**src/hw/rtl/max_pooling_2d_with_argmax_top_defines.svh**
```systemverilog
// Assertion helpers for the max pooling block.
// Each macro expects signals named clk and rst_n in the using scope.
`ifndef MAX_POOLING_2D_WITH_ARGMAX_TOP_DEFINES_SVH
`define MAX_POOLING_2D_WITH_ARGMAX_TOP_DEFINES_SVH

`ifndef SYNTHESIS
`define MPA_ASSERT_IMP(label, ante, cons) \
  label: assert property (@(posedge clk) disable iff (!rst_n) (ante) |-> (cons)) \
    else $error("mpa: same-cycle check failed");
`define MPA_ASSERT_NEXT(label, ante, cons) \
  label: assert property (@(posedge clk) disable iff (!rst_n) (ante) |=> (cons)) \
    else $error("mpa: next-cycle check failed");
`else
`define MPA_ASSERT_IMP(label, ante, cons)
`define MPA_ASSERT_NEXT(label, ante, cons)
`endif

`endif

```
**src/hw/rtl/mpa_pkg.sv**
```systemverilog
package mpa_pkg;

  // Sizing
  localparam int SAMPLE_WIDTH   = 16;
  localparam int MAX_FRAME_COLS = 256;
  localparam int MAX_WINDOW     = 8;
  localparam int MAX_ROWS       = 256;
  localparam int MAX_STRIDE     = 8;

  // Register field widths
  localparam int FRAME_REG_W = 9;
  localparam int WIN_REG_W   = 4;
  localparam int CFG_IDX_W   = 3;
  localparam int CFG_DATA_W  = 9;

  // Derived widths
  localparam int ROW_W      = $clog2(MAX_ROWS);
  localparam int RDIM_W     = $clog2(MAX_ROWS + 1);
  localparam int COL_W      = $clog2(MAX_FRAME_COLS);
  localparam int CDIM_RAW_W = $clog2(MAX_FRAME_COLS + 1);
  localparam int CDIM_W     = (CDIM_RAW_W > FRAME_REG_W) ? CDIM_RAW_W : FRAME_REG_W;
  localparam int CDIM1_W    = CDIM_W + 1;
  localparam int DIM_W      = (CDIM_W > RDIM_W) ? CDIM_W : RDIM_W;
  localparam int DIM1_W     = DIM_W + 1;
  localparam int WIN_W      = $clog2(MAX_WINDOW);
  localparam int SX_W       = WIN_REG_W + 1;
  localparam int POS_W      = $clog2(MAX_WINDOW * MAX_WINDOW);
  localparam int POS_OUT_W  = 6;
  localparam int PHASE_W    = 3;
  localparam int STORE_DEPTH = MAX_WINDOW * MAX_FRAME_COLS;
  localparam int ADDR_W     = $clog2(STORE_DEPTH);

  // Reset values of the registers
  localparam logic [FRAME_REG_W-1:0] RST_FRAME_ROWS  = 9'd28;
  localparam logic [FRAME_REG_W-1:0] RST_FRAME_COLS  = 9'd28;
  localparam logic [WIN_REG_W-1:0]   RST_WINDOW_ROWS = 4'd2;
  localparam logic [WIN_REG_W-1:0]   RST_WINDOW_COLS = 4'd2;
  localparam logic [WIN_REG_W-1:0]   RST_STRIDE      = 4'd2;

  // Register indexes
  typedef enum logic [CFG_IDX_W-1:0] {
    REG_FRAME_ROWS  = 3'd0,
    REG_FRAME_COLS  = 3'd1,
    REG_WINDOW_ROWS = 3'd2,
    REG_WINDOW_COLS = 3'd3,
    REG_STRIDE      = 3'd4
  } cfg_reg_t;

  // Sequencer states
  typedef enum logic [1:0] {
    ST_IDLE,
    ST_SCAN,
    ST_DRAIN,
    ST_HOLD
  } mpa_state_t;

  // Clamped, ready-to-use configuration
  typedef struct packed {
    logic [RDIM_W-1:0]    rows;
    logic [CDIM_W-1:0]    cols;
    logic [WIN_REG_W-1:0] win_rows;
    logic [WIN_REG_W-1:0] win_cols;
    logic [WIN_REG_W-1:0] stride;
  } cfg_t;

  // Tag that travels with each line store read
  typedef struct packed {
    logic             valid;
    logic [POS_W-1:0] pos;
  } rd_tag_t;

  // Result register control
  typedef struct packed {
    logic load;
    logic last_window;
  } res_ctl_t;

  // Stride phase step: phase only advances once a full window fits
  function automatic logic [PHASE_W-1:0] next_phase(
    input logic [DIM_W-1:0]     pos,
    input logic [WIN_REG_W-1:0] win,
    input logic [PHASE_W-1:0]   phase,
    input logic [WIN_REG_W-1:0] s
  );
    logic [DIM1_W-1:0]    pos_inc;
    logic [WIN_REG_W-1:0] ph_inc;
    pos_inc = DIM1_W'(pos) + DIM1_W'(1);
    ph_inc  = WIN_REG_W'(phase) + WIN_REG_W'(1);
    if (pos_inc < DIM1_W'(win)) begin
      return '0;
    end else if (ph_inc >= s) begin
      return '0;
    end else begin
      return PHASE_W'(ph_inc);
    end
  endfunction

endpackage

```
**src/hw/rtl/mpa_cfg.sv**
```systemverilog
module mpa_cfg (
  input  logic                           clk,
  input  logic                           rst_n,
  input  logic                           wr_valid,
  input  logic [mpa_pkg::CFG_IDX_W-1:0]  wr_index,
  input  logic [mpa_pkg::CFG_DATA_W-1:0] wr_data,
  output logic                           wr_ready,
  output mpa_pkg::cfg_t                  cfg,
  output logic                           restart
);

  logic [mpa_pkg::FRAME_REG_W-1:0] rows_r, rows_nxt;
  logic [mpa_pkg::FRAME_REG_W-1:0] cols_r, cols_nxt;
  logic [mpa_pkg::WIN_REG_W-1:0]   wrows_r, wrows_nxt;
  logic [mpa_pkg::WIN_REG_W-1:0]   wcols_r, wcols_nxt;
  logic [mpa_pkg::WIN_REG_W-1:0]   stride_r, stride_nxt;
  logic                            hit;

  logic [mpa_pkg::RDIM_W-1:0]    rows_c;
  logic [mpa_pkg::CDIM_W-1:0]    cols_c;
  logic [mpa_pkg::CDIM_W-1:0]    cols_ext;
  logic [mpa_pkg::WIN_REG_W-1:0] wr_c, wc_c;

  assign wr_ready = 1'b1;

  // Register write decode
  always_comb begin
    rows_nxt   = rows_r;
    cols_nxt   = cols_r;
    wrows_nxt  = wrows_r;
    wcols_nxt  = wcols_r;
    stride_nxt = stride_r;
    hit        = 1'b0;
    if (wr_valid) begin
      unique case (mpa_pkg::cfg_reg_t'(wr_index))
        mpa_pkg::REG_FRAME_ROWS: begin
          rows_nxt = wr_data[mpa_pkg::FRAME_REG_W-1:0];
          hit      = 1'b1;
        end
        mpa_pkg::REG_FRAME_COLS: begin
          cols_nxt = wr_data[mpa_pkg::FRAME_REG_W-1:0];
          hit      = 1'b1;
        end
        mpa_pkg::REG_WINDOW_ROWS: begin
          wrows_nxt = wr_data[mpa_pkg::WIN_REG_W-1:0];
          hit       = 1'b1;
        end
        mpa_pkg::REG_WINDOW_COLS: begin
          wcols_nxt = wr_data[mpa_pkg::WIN_REG_W-1:0];
          hit       = 1'b1;
        end
        mpa_pkg::REG_STRIDE: begin
          stride_nxt = wr_data[mpa_pkg::WIN_REG_W-1:0];
          hit        = 1'b1;
        end
        default: hit = 1'b0;
      endcase
    end
  end

  // Any accepted write to a known register restarts the frame
  assign restart = hit;

  always_ff @(posedge clk) begin
    if (!rst_n) begin
      rows_r   <= mpa_pkg::RST_FRAME_ROWS;
      cols_r   <= mpa_pkg::RST_FRAME_COLS;
      wrows_r  <= mpa_pkg::RST_WINDOW_ROWS;
      wcols_r  <= mpa_pkg::RST_WINDOW_COLS;
      stride_r <= mpa_pkg::RST_STRIDE;
    end else begin
      rows_r   <= rows_nxt;
      cols_r   <= cols_nxt;
      wrows_r  <= wrows_nxt;
      wcols_r  <= wcols_nxt;
      stride_r <= stride_nxt;
    end
  end

  // Clamp to supported ranges; window never exceeds the frame
  always_comb begin
    cols_ext = mpa_pkg::CDIM_W'(cols_r);
    if (rows_r == '0) begin
      rows_c = mpa_pkg::RDIM_W'(1);
    end else if (rows_r > mpa_pkg::FRAME_REG_W'(mpa_pkg::MAX_ROWS)) begin
      rows_c = mpa_pkg::RDIM_W'(mpa_pkg::MAX_ROWS);
    end else begin
      rows_c = mpa_pkg::RDIM_W'(rows_r);
    end

    if (cols_ext == '0) begin
      cols_c = mpa_pkg::CDIM_W'(1);
    end else if (cols_ext > mpa_pkg::CDIM_W'(mpa_pkg::MAX_FRAME_COLS)) begin
      cols_c = mpa_pkg::CDIM_W'(mpa_pkg::MAX_FRAME_COLS);
    end else begin
      cols_c = cols_ext;
    end

    if (wrows_r == '0) begin
      wr_c = mpa_pkg::WIN_REG_W'(1);
    end else if (wrows_r > mpa_pkg::WIN_REG_W'(mpa_pkg::MAX_WINDOW)) begin
      wr_c = mpa_pkg::WIN_REG_W'(mpa_pkg::MAX_WINDOW);
    end else begin
      wr_c = wrows_r;
    end
    if (mpa_pkg::RDIM_W'(wr_c) > rows_c) begin
      wr_c = rows_c[mpa_pkg::WIN_REG_W-1:0];
    end

    if (wcols_r == '0) begin
      wc_c = mpa_pkg::WIN_REG_W'(1);
    end else if (wcols_r > mpa_pkg::WIN_REG_W'(mpa_pkg::MAX_WINDOW)) begin
      wc_c = mpa_pkg::WIN_REG_W'(mpa_pkg::MAX_WINDOW);
    end else begin
      wc_c = wcols_r;
    end
    if (mpa_pkg::CDIM_W'(wc_c) > cols_c) begin
      wc_c = cols_c[mpa_pkg::WIN_REG_W-1:0];
    end

    cfg.rows     = rows_c;
    cfg.cols     = cols_c;
    cfg.win_rows = wr_c;
    cfg.win_cols = wc_c;
    if (stride_r == '0) begin
      cfg.stride = mpa_pkg::WIN_REG_W'(1);
    end else if (stride_r > mpa_pkg::WIN_REG_W'(mpa_pkg::MAX_STRIDE)) begin
      cfg.stride = mpa_pkg::WIN_REG_W'(mpa_pkg::MAX_STRIDE);
    end else begin
      cfg.stride = stride_r;
    end
  end

endmodule

```
**config.mk**
```make
export PLATFORM = sky130hd
export DESIGN_NAME = mpa_cfg
export DESIGN_NICKNAME = d
export VERILOG_FILES = /design/src/hw/rtl/max_pooling_2d_with_argmax_top_defines.svh /design/src/hw/rtl/mpa_pkg.sv /design/src/hw/rtl/mpa_cfg.sv
export SDC_FILE = /design/constraint.sdc
export NUM_CORES = 1
export LEC_CHECK = 0
export ABC_AREA = 1
export BUFFER_PORTS_ARGS = -buffer_cell sky130_fd_sc_hd__buf_4
export CAP_MARGIN = 20
export CORE_MARGIN = 5
export CORE_UTILIZATION = 34
export CTS_CLUSTER_DIAMETER = 150
export DETAILED_ROUTE_END_ITERATION = 16
export SYNTH_ARGS = -nofsm -noshare
export SYNTH_HDL_FRONTEND = slang
export SYNTH_SLANG_ARGS = --single-unit
```
**constraint.sdc**
```tcl
create_clock -name clk -period 2.8 [get_ports clk]
set_input_delay 0.14 -clock clk [delete_from_list [all_inputs] [get_ports clk]]
set_output_delay 0.14 -clock clk [all_outputs]
set_load 0.05 [all_outputs]
```
Word-level counts from Yosys, hierarchy flattened
Cells that the tools add are included.

storage, ports and cells
  bits in registers = 30
  bits in latches = 0
  RAM bits = 0
  memory bits (read-only) = 0
  input port bits = 15
  output and inout bits = 32
  logic and storage cells = 42
  memories kept = 0

cells by class
  add/subtract/negate cells = 0
  multipliers = 0
  divide/modulo/power cells = 0
  order comparisons = 7
  equal/unequal tests = 4
  shift-type cells = 0
  mux-type cells = 14
  bitwise operators = 0
  reductions and logical operators = 12

operator list
  kind                  number
  $mux W9               4
  $mux W4               8
  $gt A4 B9 Y1          2
  $gt A9 B9 Y1 const B  2
  $logic_not A9 Y1      2
  $gt A4 B4 Y1 const B  3
  $logic_not A4 Y1      3
  $reduce_and A2 Y1     5
  $eq A3 B2 Y1 const B  2
  $reduce_or A5 Y1      1
  $eq A3 B1 Y1 const B  1
  $eq A3 B3 Y1 const B  1
  $logic_not A3 Y1      1
  $mux W1               2

Logic depth before layout (Yosys ltp)
Gate-level depths: netlist of the first run.

  depth in word-level cells = 5
  mapped depth = 16
  mapped depth without buffers = 16

Least setup slack after synthesis of the first run
Ideal clock, no wire load.

  kind = register to output
  start point = register cols_r, in the netlist cols_ext[7]
  end point = output port cfg[4] in the netlist's numbering
  arrival = 2,800 ps
  required time = 2,660 ps
  path slack = -140 ps
  cell stages (with the launch flop) = 14
  path buffers = 0
  cell sequence = dfxtp_1 -> inv_1 -> nand4_1 -> nor2_2 -> nor2_4 -> nor2_2 -> inv_1 -> ha_1 -> nand2_1 -> o21ai_1 -> nand2_1 -> nand2_1 -> nand3_1 -> o21ai_1

RTL lines
  what                    RTL line       source
  start, declared         mpa_cfg.sv:13  logic [mpa_pkg::FRAME_REG_W-1:0] cols_r, cols_nxt;
  start signal, assigned  mpa_cfg.sv:67  cols_r <= mpa_pkg::RST_FRAME_COLS;
  start signal, assigned  mpa_cfg.sv:73  cols_r <= cols_nxt;
  end, declared           mpa_cfg.sv:8   output mpa_pkg::cfg_t cfg,

==> flow_summary.toml, run 1 <==
[power]
p_int_w = 0.000719
power_density_nw_per_um2 = 461
p_sw_w = 0.000335
vdd_ir_drop_max_mv = 0.214
pwr-share-seq_pct = 42.8
switching_share_pct = 31.8
pwr-share-clk_pct = 33.5
combPwrFrac_pct = 23.7
power.leakage_nw = 1.11

[logic_synthesis]
syn_area_per_cell_um2 = 7.13
synth_edf_count = 0
synth.top_cell.area_share_pct = 33.3
yosys_warnings = 0
synthFlopType = "dfxtp_1"
syn_area_um2 = 1800
synth-seq-cells = 30
yosysSeqAreaShare_pct = 33.3
synthesis.nets = 276
synth_area_leaders = "dfxtp_1, inv_1, nand2_1"
synthDistinctLibCells = 31
yosysTopAreaCell = "dfxtp_1"
async_reset_ff_share_pct = 0
syn-instance-count = 253

[clocking]
cts_root_buf = "clkbuf_8"
clockBufferDepth = 2
htreeDepth = 2
hold_buffers = 0
postCtsSetupRepairBufs = 0
path_clk_slew_ns = 0.06
clock-sinks = 30
cts_tree = "yes"
cts-buffers-inserted = 5
clkLatencyLatePin_ns = 0.28

[detailed_routing]
drc = 0
drt_first_iter_violations = 59
viasPerCell = 4.52
ant_nets = 0
wire_per_inst_um = 11.5
wirelength_mm = 4.18
drt_pass1_iterations = 4
num_vias = 1649

[finish]
area_delta_synth_final_pct = 26.9
final_common_cell = "buf_4"
drive_gt1_share_pct = 28.5
fin_nets = 317
antennaDiodeCount = 0
final_cell_mix = "buf_4, inv_1, nand2_1"
fill_cells = 567
final_cells = 365

[floorplanning]
start_util_pct = 35.1
core_area_um2 = 5140
die_area_um2 = 6860
num_rows = 26
die_y_um = 82.8
num_io_pins = 47
die_x_um = 82.8

[timing]
hold_viol = 0
fin_crit_ns = 2.57
drv_slew = 0
finalClockSkew_ns = 0
worst_slew_pin_slew_ns = 0.508
rsz0062_at_grt = "false"
finalCritPeriodShare_pct = 91.9
setup_violations = 0
setup_ws_ns = 0.227
slew_headroom_pct = 66.1
fmax_ghz = 0.389

[setup_path]
rr_endpoint = "rows_r[7]"
path_class = "reg -> out"
worstReg2RegStart = "rows_r[7]"
rr_worst_depth = 2
max_stage_delay_ns = 0.34
end_kind = "output pin"
crit_path_frequent_cell = "nand2_1"
path_buf_inv = 2
start_kind = "register"
critPathRequiredTime_ns = 2.66
worstPathArrival_ns = 2.43
ff2ff_setup_slack_ns = 2.10
path_depth = 17
crit_family = "simple AND/OR/NAND/NOR gates"
critical_path.cell_chain = "nor2_2 -> nand2_2 -> nor2_4 -> nor2_8 -> nor2_4 -> inv_1 -> ha_1 -> a21oi_1 -> nand2_1 -> nand2_1 -> nand2_1 -> nand2_2 -> nor2_8 -> nand2_4 -> nand2_1 -> nand2_1 -> buf_4"
cp_slowest_cell = "dfxtp_1"
crit_fanout = 8

[grt]
grt_use_total_pct = 12.5
grt_max_degree = 31
grt_pass1_vias = 1590
busiest_layer = "met2"
grt.overflow.total = 0
grtUsageMet2_pct = 18.8
grt_pass1_wl_mm = 7.23
antenna_found_initial = 0
grtUsageMet3_pct = 4.85
use_met1_pct = 17.0

[status]
status = "complete, no violations"

[placed_design]
port-buffer-count = 45
gp_congestion = 0.803
dp_slack_ns = 0.463
hpwl_mm = 3.30
placedCellCount = 357

[job]
cap_violations = 0

[hold_path]
whs_path_depth = 3
timing.hold.worst_endpoint = "rows_r[4]"
hp-start = "wr_data[4]"
hp-class = "in -> reg"
worst reg2reg max path: cells and delay by family, from the launching register on:
kind,cells,cell delay (ns)
flip-flops,1,0.32
buffers and inverters,1,0.16
AO/OA/AOI/OAI,1,0.10
area by class of cell:
type | count | area [um^2] | share of cell area (%)
Tap cell | 70 | 87.6 | 3.83
Clock buffer | 7 | 86.3 | 3.77
Timing Repair Buffer | 45 | 342 | 14.9
Inverter | 48 | 180 | 7.88
Clock inverter | 1 | 5.00 | 0.219
Sequential cell | 30 | 601 | 26.3
Multi-Input combinational cell | 164 | 986 | 43.1
registers in the layout, indices dropped and copies added (netlist names):
register / count
wrows_r: 4
stride_r: 4
rows_r: 9
cols_ext: 9
wcols_r: 4
cells in the mapped netlist (2+ instances only):
master,number
inv_1,41
nand2_1,41
dfxtp_1,30
nor2_1,22
a21oi_1,21
o21ai_0,21
clkbuf_1,8
ha_1,8
nor2_2,8
o211ai_1,8
inv_2,6
nand3_1,6
o21ai_1,6
nand4_1,3
nor2_4,3
nor2_8,3
buf_6,2
nand2_4,2
nor3_2,2
power by group through the flow:
stage | combinational, W | clock (W) | sequential (W)
6_report | 0.000250 | 0.000353 | 0.000451
5_1_grt | 0.000272 | 0.000388 | 0.000453
4_1_cts | 0.000248 | 0.000365 | 0.000451
3_5_place_dp | 0.000247 | 0 | 0.000461
3_3_place_gp | 0.000247 | 0 | 0.000460
2_1_floorplan | 0.000176 | 0 | 0.000458
metrics by stage:
stage	util (%)	total power (W)	setup TNS, ns	instance area (um^2)	hold slack (ns)
floorplan	-	0.000634	-0.560	1800	0.266
global placement	42.2	0.000707	0	2170	0.378
detailed placement	42.2	0.000708	0	2170	0.380
CTS	44.0	0.00106	0	2260	0.0883
global route	44.5	0.00111	0	2290	0.0927
finish	44.5	0.00105	0	2290	0.0900
layer usage:
layer,vias up,share of wire (%)
met5,-,0
met4,0,0.96
met3,4,4.9
met2,31,43
met1,726,51
li1,888,-
timing repair:
item	CTS	global route
resized for setup	0	6
endpoints found under the hold margin	0	0
setup endpoints to repair	0	8
worst max path at each step:
stage	endpoint	slack, ns	from
after floorplan	cfg[4]	-0.14	cols_ext[7]
after global placement	cfg[8]	0.47	rows_r[6]
after detailed placement	cfg[8]	0.46	rows_r[6]
after CTS	cfg[11]	0.14	rows_r[6]
after global routing	cfg[4]	0.02	cols_ext[7]
final	cfg[11]	0.23	rows_r[6]
cells by family after synthesis:
group,Yosys count,share of synthesized area [%]
fa+ha+maj,8,5.55
other cells,1,0.208
buf+inv,59,13.3
flops,30,33.3
simple gates,94,28.4
compound gates,61,19.2
(Power assumes the default switching activity.)
==> run 2, diff against run 1 <==
--- a/config.mk
+++ b/config.mk
@@ -8,10 +8,13 @@
 export ABC_AREA = 1
 export BUFFER_PORTS_ARGS = -buffer_cell sky130_fd_sc_hd__buf_4
 export CAP_MARGIN = 20
+export CELL_PAD_IN_SITES_DETAIL_PLACEMENT = 0
+export CELL_PAD_IN_SITES_GLOBAL_PLACEMENT = 1
 export CORE_MARGIN = 5
 export CORE_UTILIZATION = 34
 export CTS_CLUSTER_DIAMETER = 150
 export DETAILED_ROUTE_END_ITERATION = 16
+export PLACE_DENSITY_LB_ADDON = 0.1
 export SYNTH_ARGS = -nofsm -noshare
 export SYNTH_HDL_FRONTEND = slang
 export SYNTH_SLANG_ARGS = --single-unit
==> constraint.sdc (replaced) <==
create_clock -name clk -period 3 [get_ports clk]
set_input_delay 0.15 -clock clk [delete_from_list [all_inputs] [get_ports clk]]
set_output_delay 0.15 -clock clk [all_outputs]
set_load 0.05 [all_outputs]
==> flow_summary.toml, run 2 (synthesis gave the netlist of run 1 again) <==
[clocking]
clkLatencyLatePin_ns = 0.28
postCtsSetupRepairBufs = 0
cts_tree = "yes"
cts_root_buf = "clkbuf_8"
cts_resized = 0
clock-sinks = 30
hold_buffers = 0
htreeDepth = 2
cts-buffers-inserted = 5
path_clk_slew_ns = 0.07
clockBufferDepth = 2

[finish]
antennaDiodeCount = 0
design_area_um2 = 2280
regArea_um2 = 601
multiInputGateArea_um2 = 962
fill_cells = 555
final_cell_mix = "buf_4, inv_1, nand2_1"
fin_nets = 317
area_delta_synth_final_pct = 26.3
final_common_cell = "buf_4"
drive_gt1_share_pct = 27.8

[detailed_routing]
viasPerCell = 4.47
ant_nets = 0
drt_pass1_iterations = 4
drc = 0
drt_first_iter_violations = 56
wirelength_mm = 4.25
wire_per_inst_um = 11.6
num_vias = 1632

[placed_design]
post_dp_cell_area_um2 = 2170
gp_congestion = 0.767
hpwl_mm = 3.39
port-buffer-count = 45

[grt]
grt.overflow.total = 0
grtUsageMet3_pct = 3.96
grt_max_degree = 31
busiest_layer = "met2"
grt_pass1_vias = 1549
antenna_found_initial = 0
grt_pass1_wl_mm = 7.17
grtUsageMet2_pct = 20.6
use_met1_pct = 15.6
grt_use_total_pct = 12.5

[floorplanning]
num_rows = 26
die_area_um2 = 6860
die_y_um = 82.8
core_area_um2 = 5140
die_x_um = 82.8
start_util_pct = 35.1
num_io_pins = 47

[timing]
hold_viol = 0
setup_violations = 0
setup_tns_ns = 0
slew_headroom_pct = 65.7
fmax_ghz = 0.374
fin_crit_ns = 2.68
finalClockSkew_ns = 0
drv_slew = 0
rsz0062_at_grt = "false"
finalCritPeriodShare_pct = 89.2
worst_slew_pin_slew_ns = 0.515

[job]
cap_violations = 0

[power]
power_density_nw_per_um2 = 462
vdd_ir_drop_max_mv = 0.340
power.leakage_nw = 1.11

[status]
status = "complete, no violations"

[setup_path]
path_class = "reg -> out"
start_kind = "register"
critPathRequiredTime_ns = 2.85
worstPathArrival_ns = 2.53
end_kind = "output pin"
crit_fanout = 8

[hold_path]
hp-class = "in -> reg"
[run 2: final timing paths]
| path | from | to | cells past startpoint | slack, ns |
|---|---|---|---|---|
| hold reg to reg | stride_r[0] | stride_r[0] | 2 | 0.47 |
| setup / recovery | rows_r[4] | cfg[10] | 15 | 0.32 |
| setup reg to reg | rows_r[4] | rows_r[4] | 2 | 2.29 |
| hold / removal | wr_data[4] | cols_ext[4] | 3 | 0.10 |
[run 2: per-stage QoR]
stage	hold slack (ns)	util, %	setup WS [ns]	std cells	total power, W
finish	0.104	44.3	0.325	365	0.00105
global route	0.118	44.3	0.0688	365	0.00111
CTS	0.0984	44.3	0.300	365	0.00107
detailed placement	0.395	42.2	0.628	357	0.000662
global placement	0.387	42.2	0.626	357	0.000662
floorplan	0.276	-	0.0499	253	0.000592
[run 2: layout make-up]
class | instances | share of cell area [%]
Multi-Input combinational cell | 164 | 42.3
Sequential cell | 30 | 26.4
Timing Repair Buffer | 45 | 14.8
Inverter | 48 | 7.91
Tap cell | 70 | 3.85
Clock buffer | 5 | 3.02
Clock inverter | 3 | 1.76
[run 2: routing by layer]
layer | vias up | wire length, um | part of all wire, %
li1 | 885 | - | -
met1 | 720 | 2090 | 49
met2 | 25 | 1960 | 46
met3 | 2 | 172 | 4.0
met4 | 0 | 25 | 0.59
met5 | - | 0 | 0
[run 2: critical path, stage by stage (launching register included)]
cell	delay [ns]
dfxtp_1	0.34
nor2_2	0.12
nand2_2	0.07
nor2_4	0.19
nor2_8	0.08
nor2_2	0.16
inv_1	0.06
ha_1	0.31
nand2_1	0.08
inv_1	0.04
a31oi_1	0.13
nand2_1	0.15
nor2_8	0.15
nand3_1	0.09
nand2_1	0.10
buf_4	0.19
[run 2: power by group]
group | leakage [nW] | switching (W) | internal, W | total [W]
Sequential | 0.244 | 0.00000799 | 0.000412 | 0.000420
Combinational | 0.808 | 0.000158 | 0.0000716 | 0.000230
Clock | 0.0579 | 0.000158 | 0.000244 | 0.000403
Total | 1.11 | 0.000324 | 0.000728 | 0.00105
==> run 3, diff against run 2 <==
--- a/config.mk
+++ b/config.mk
@@ -14,6 +14,7 @@
 export CORE_UTILIZATION = 34
 export CTS_CLUSTER_DIAMETER = 150
 export DETAILED_ROUTE_END_ITERATION = 16
+export GPL_TIMING_DRIVEN = 0
 export PLACE_DENSITY_LB_ADDON = 0.1
 export SYNTH_ARGS = -nofsm -noshare
 export SYNTH_HDL_FRONTEND = slang
==> flow_summary.toml, run 3 (synthesis gave the netlist of run 1 again) <==
[floorplanning]
num_rows = 26
die_area_um2 = 6860
start_util_pct = 35.1
num_io_pins = 47
core_area_um2 = 5140
die_y_um = 82.8
die_x_um = 82.8

[finish]
drive_gt1_share_pct = 27.5
area_delta_synth_final_pct = 29.2
design_area_um2 = 2330
final_common_cell = "buf_4"
regArea_um2 = 601
antennaDiodeCount = 0
fin_nets = 327
fill_cells = 572
final_cell_mix = "buf_4, inv_1, nand2_1"
final_cells = 375
multiInputGateArea_um2 = 962

[grt]
antenna_found_initial = 0
grtUsageMet3_pct = 3.66
busiest_layer = "met2"
grtUsageMet2_pct = 22.2
grt_pass1_wl_mm = 7.51
grt_use_total_pct = 13.2
grt_max_degree = 11
grt_pass1_vias = 1635
use_met1_pct = 16.1
grt.overflow.total = 0

[clocking]
cts_tree = "yes"
postCtsSetupRepairBufs = 0
cts_root_buf = "clkbuf_8"
cts-buffers-inserted = 5
clockBufferDepth = 2
htreeDepth = 2
path_clk_slew_ns = 0.07
clkLatencyLatePin_ns = 0.28
hold_buffers = 0
cts_resized = 0
clock-sinks = 30

[detailed_routing]
drt_first_iter_violations = 51
drc = 0
num_vias = 1639
wirelength_mm = 4.34
drt_pass1_iterations = 4
wire_per_inst_um = 11.6
ant_nets = 0
viasPerCell = 4.37

[placed_design]
dp_slack_ns = 0.619
port-buffer-count = 44
hpwl_mm = 3.51
post_dp_cell_area_um2 = 2220
placedCellCount = 367
gp_congestion = 0.774

[setup_path]
crit_fanout = 8
worstPathArrival_ns = 2.53
crit_family = "simple AND/OR/NAND/NOR gates"
ff2ff_setup_slack_ns = 2.28
path_depth = 14
end_kind = "output pin"
start_kind = "register"
cp_slowest_cell = "ha_1"
max_stage_delay_ns = 0.31
path_class = "reg -> out"
critical_path.cell_chain = "inv_1 -> nand4_1 -> nor2_2 -> nor2_4 -> nor2_2 -> inv_1 -> ha_1 -> nand2_1 -> o21ai_1 -> nand2_1 -> nand2_1 -> nand3_1 -> o21ai_1 -> buf_4"
rr_worst_depth = 2
path_buf_inv = 3
crit_path_frequent_cell = "nand2_1"
critPathRequiredTime_ns = 2.85

[timing]
setup_ws_ns = 0.317
fin_crit_ns = 2.68
setup_tns_ns = 0
drv_slew = 0
hold_viol = 0
finalClockSkew_ns = 0
finalCritPeriodShare_pct = 89.4
rsz0062_at_grt = "false"
slew_headroom_pct = 65.7
setup_violations = 0
fmax_ghz = 0.373
worst_slew_pin_slew_ns = 0.514

[power]
power_density_nw_per_um2 = 452
vdd_ir_drop_max_mv = 0.256
power.leakage_nw = 1.13
p_total_w = 0.00105

[job]
cap_violations = 0

[hold_path]
hp-class = "in -> reg"
whs_path_depth = 3

[status]
status = "complete, no violations"
-- run 3: cell count changes in the layout (fill, tap and decap cells not counted) --
cell      delta
buf_6        +2
clkbuf_1     +8
-- run 3: per-layer routing --
| layer | up-vias | share of wire, % |
|---|---|---|
| li1 | 903 | - |
| met1 | 698 | 47 |
| met2 | 31 | 46 |
| met3 | 7 | 5.0 |
| met4 | 0 | 1.8 |
| met5 | - | 0 |
-- run 3: layout make-up --
cell class | count | area share, %
inverter | 48 | 7.73
clock buffer | 5 | 2.95
sequential | 30 | 25.8
buffer | 11 | 2.58
tap | 70 | 3.76
multi-input combinational | 164 | 41.3
clock inverter | 3 | 1.72
timing repair buffer | 44 | 14.2
-- run 3: path summary, 6_finish.rpt --
check | end | start
worst max-delay path | cfg[6] | cols_ext[7]
worst min-delay path | cols_ext[4] | wr_data[4]
worst max register to register | rows_r[4] | rows_r[4]
worst min register to register | stride_r[0] | stride_r[0]
-- run 3: metrics by stage --
stage | utilization (%) | hold WS (ns)
finish | 45.3 | 0.0958
global route | 45.3 | 0.0933
CTS | 45.3 | 0.0981
detailed placement | 43.2 | 0.396
global placement | 43.2 | 0.390
floorplan | - | 0.276
-- run 3: where the power goes --
part,total [W],switching [W],internal [W]
clock network,0.000398,0.000154,0.000244
logic,0.000235,0.000160,0.0000747
registers,0.000420,0.00000778,0.000413
-- run 3: worst reg2reg max path, stage by stage (launching register included) --
cell,delay [ns]
dfxtp_1,0.38
inv_1,0.09
o211ai_1,0.17
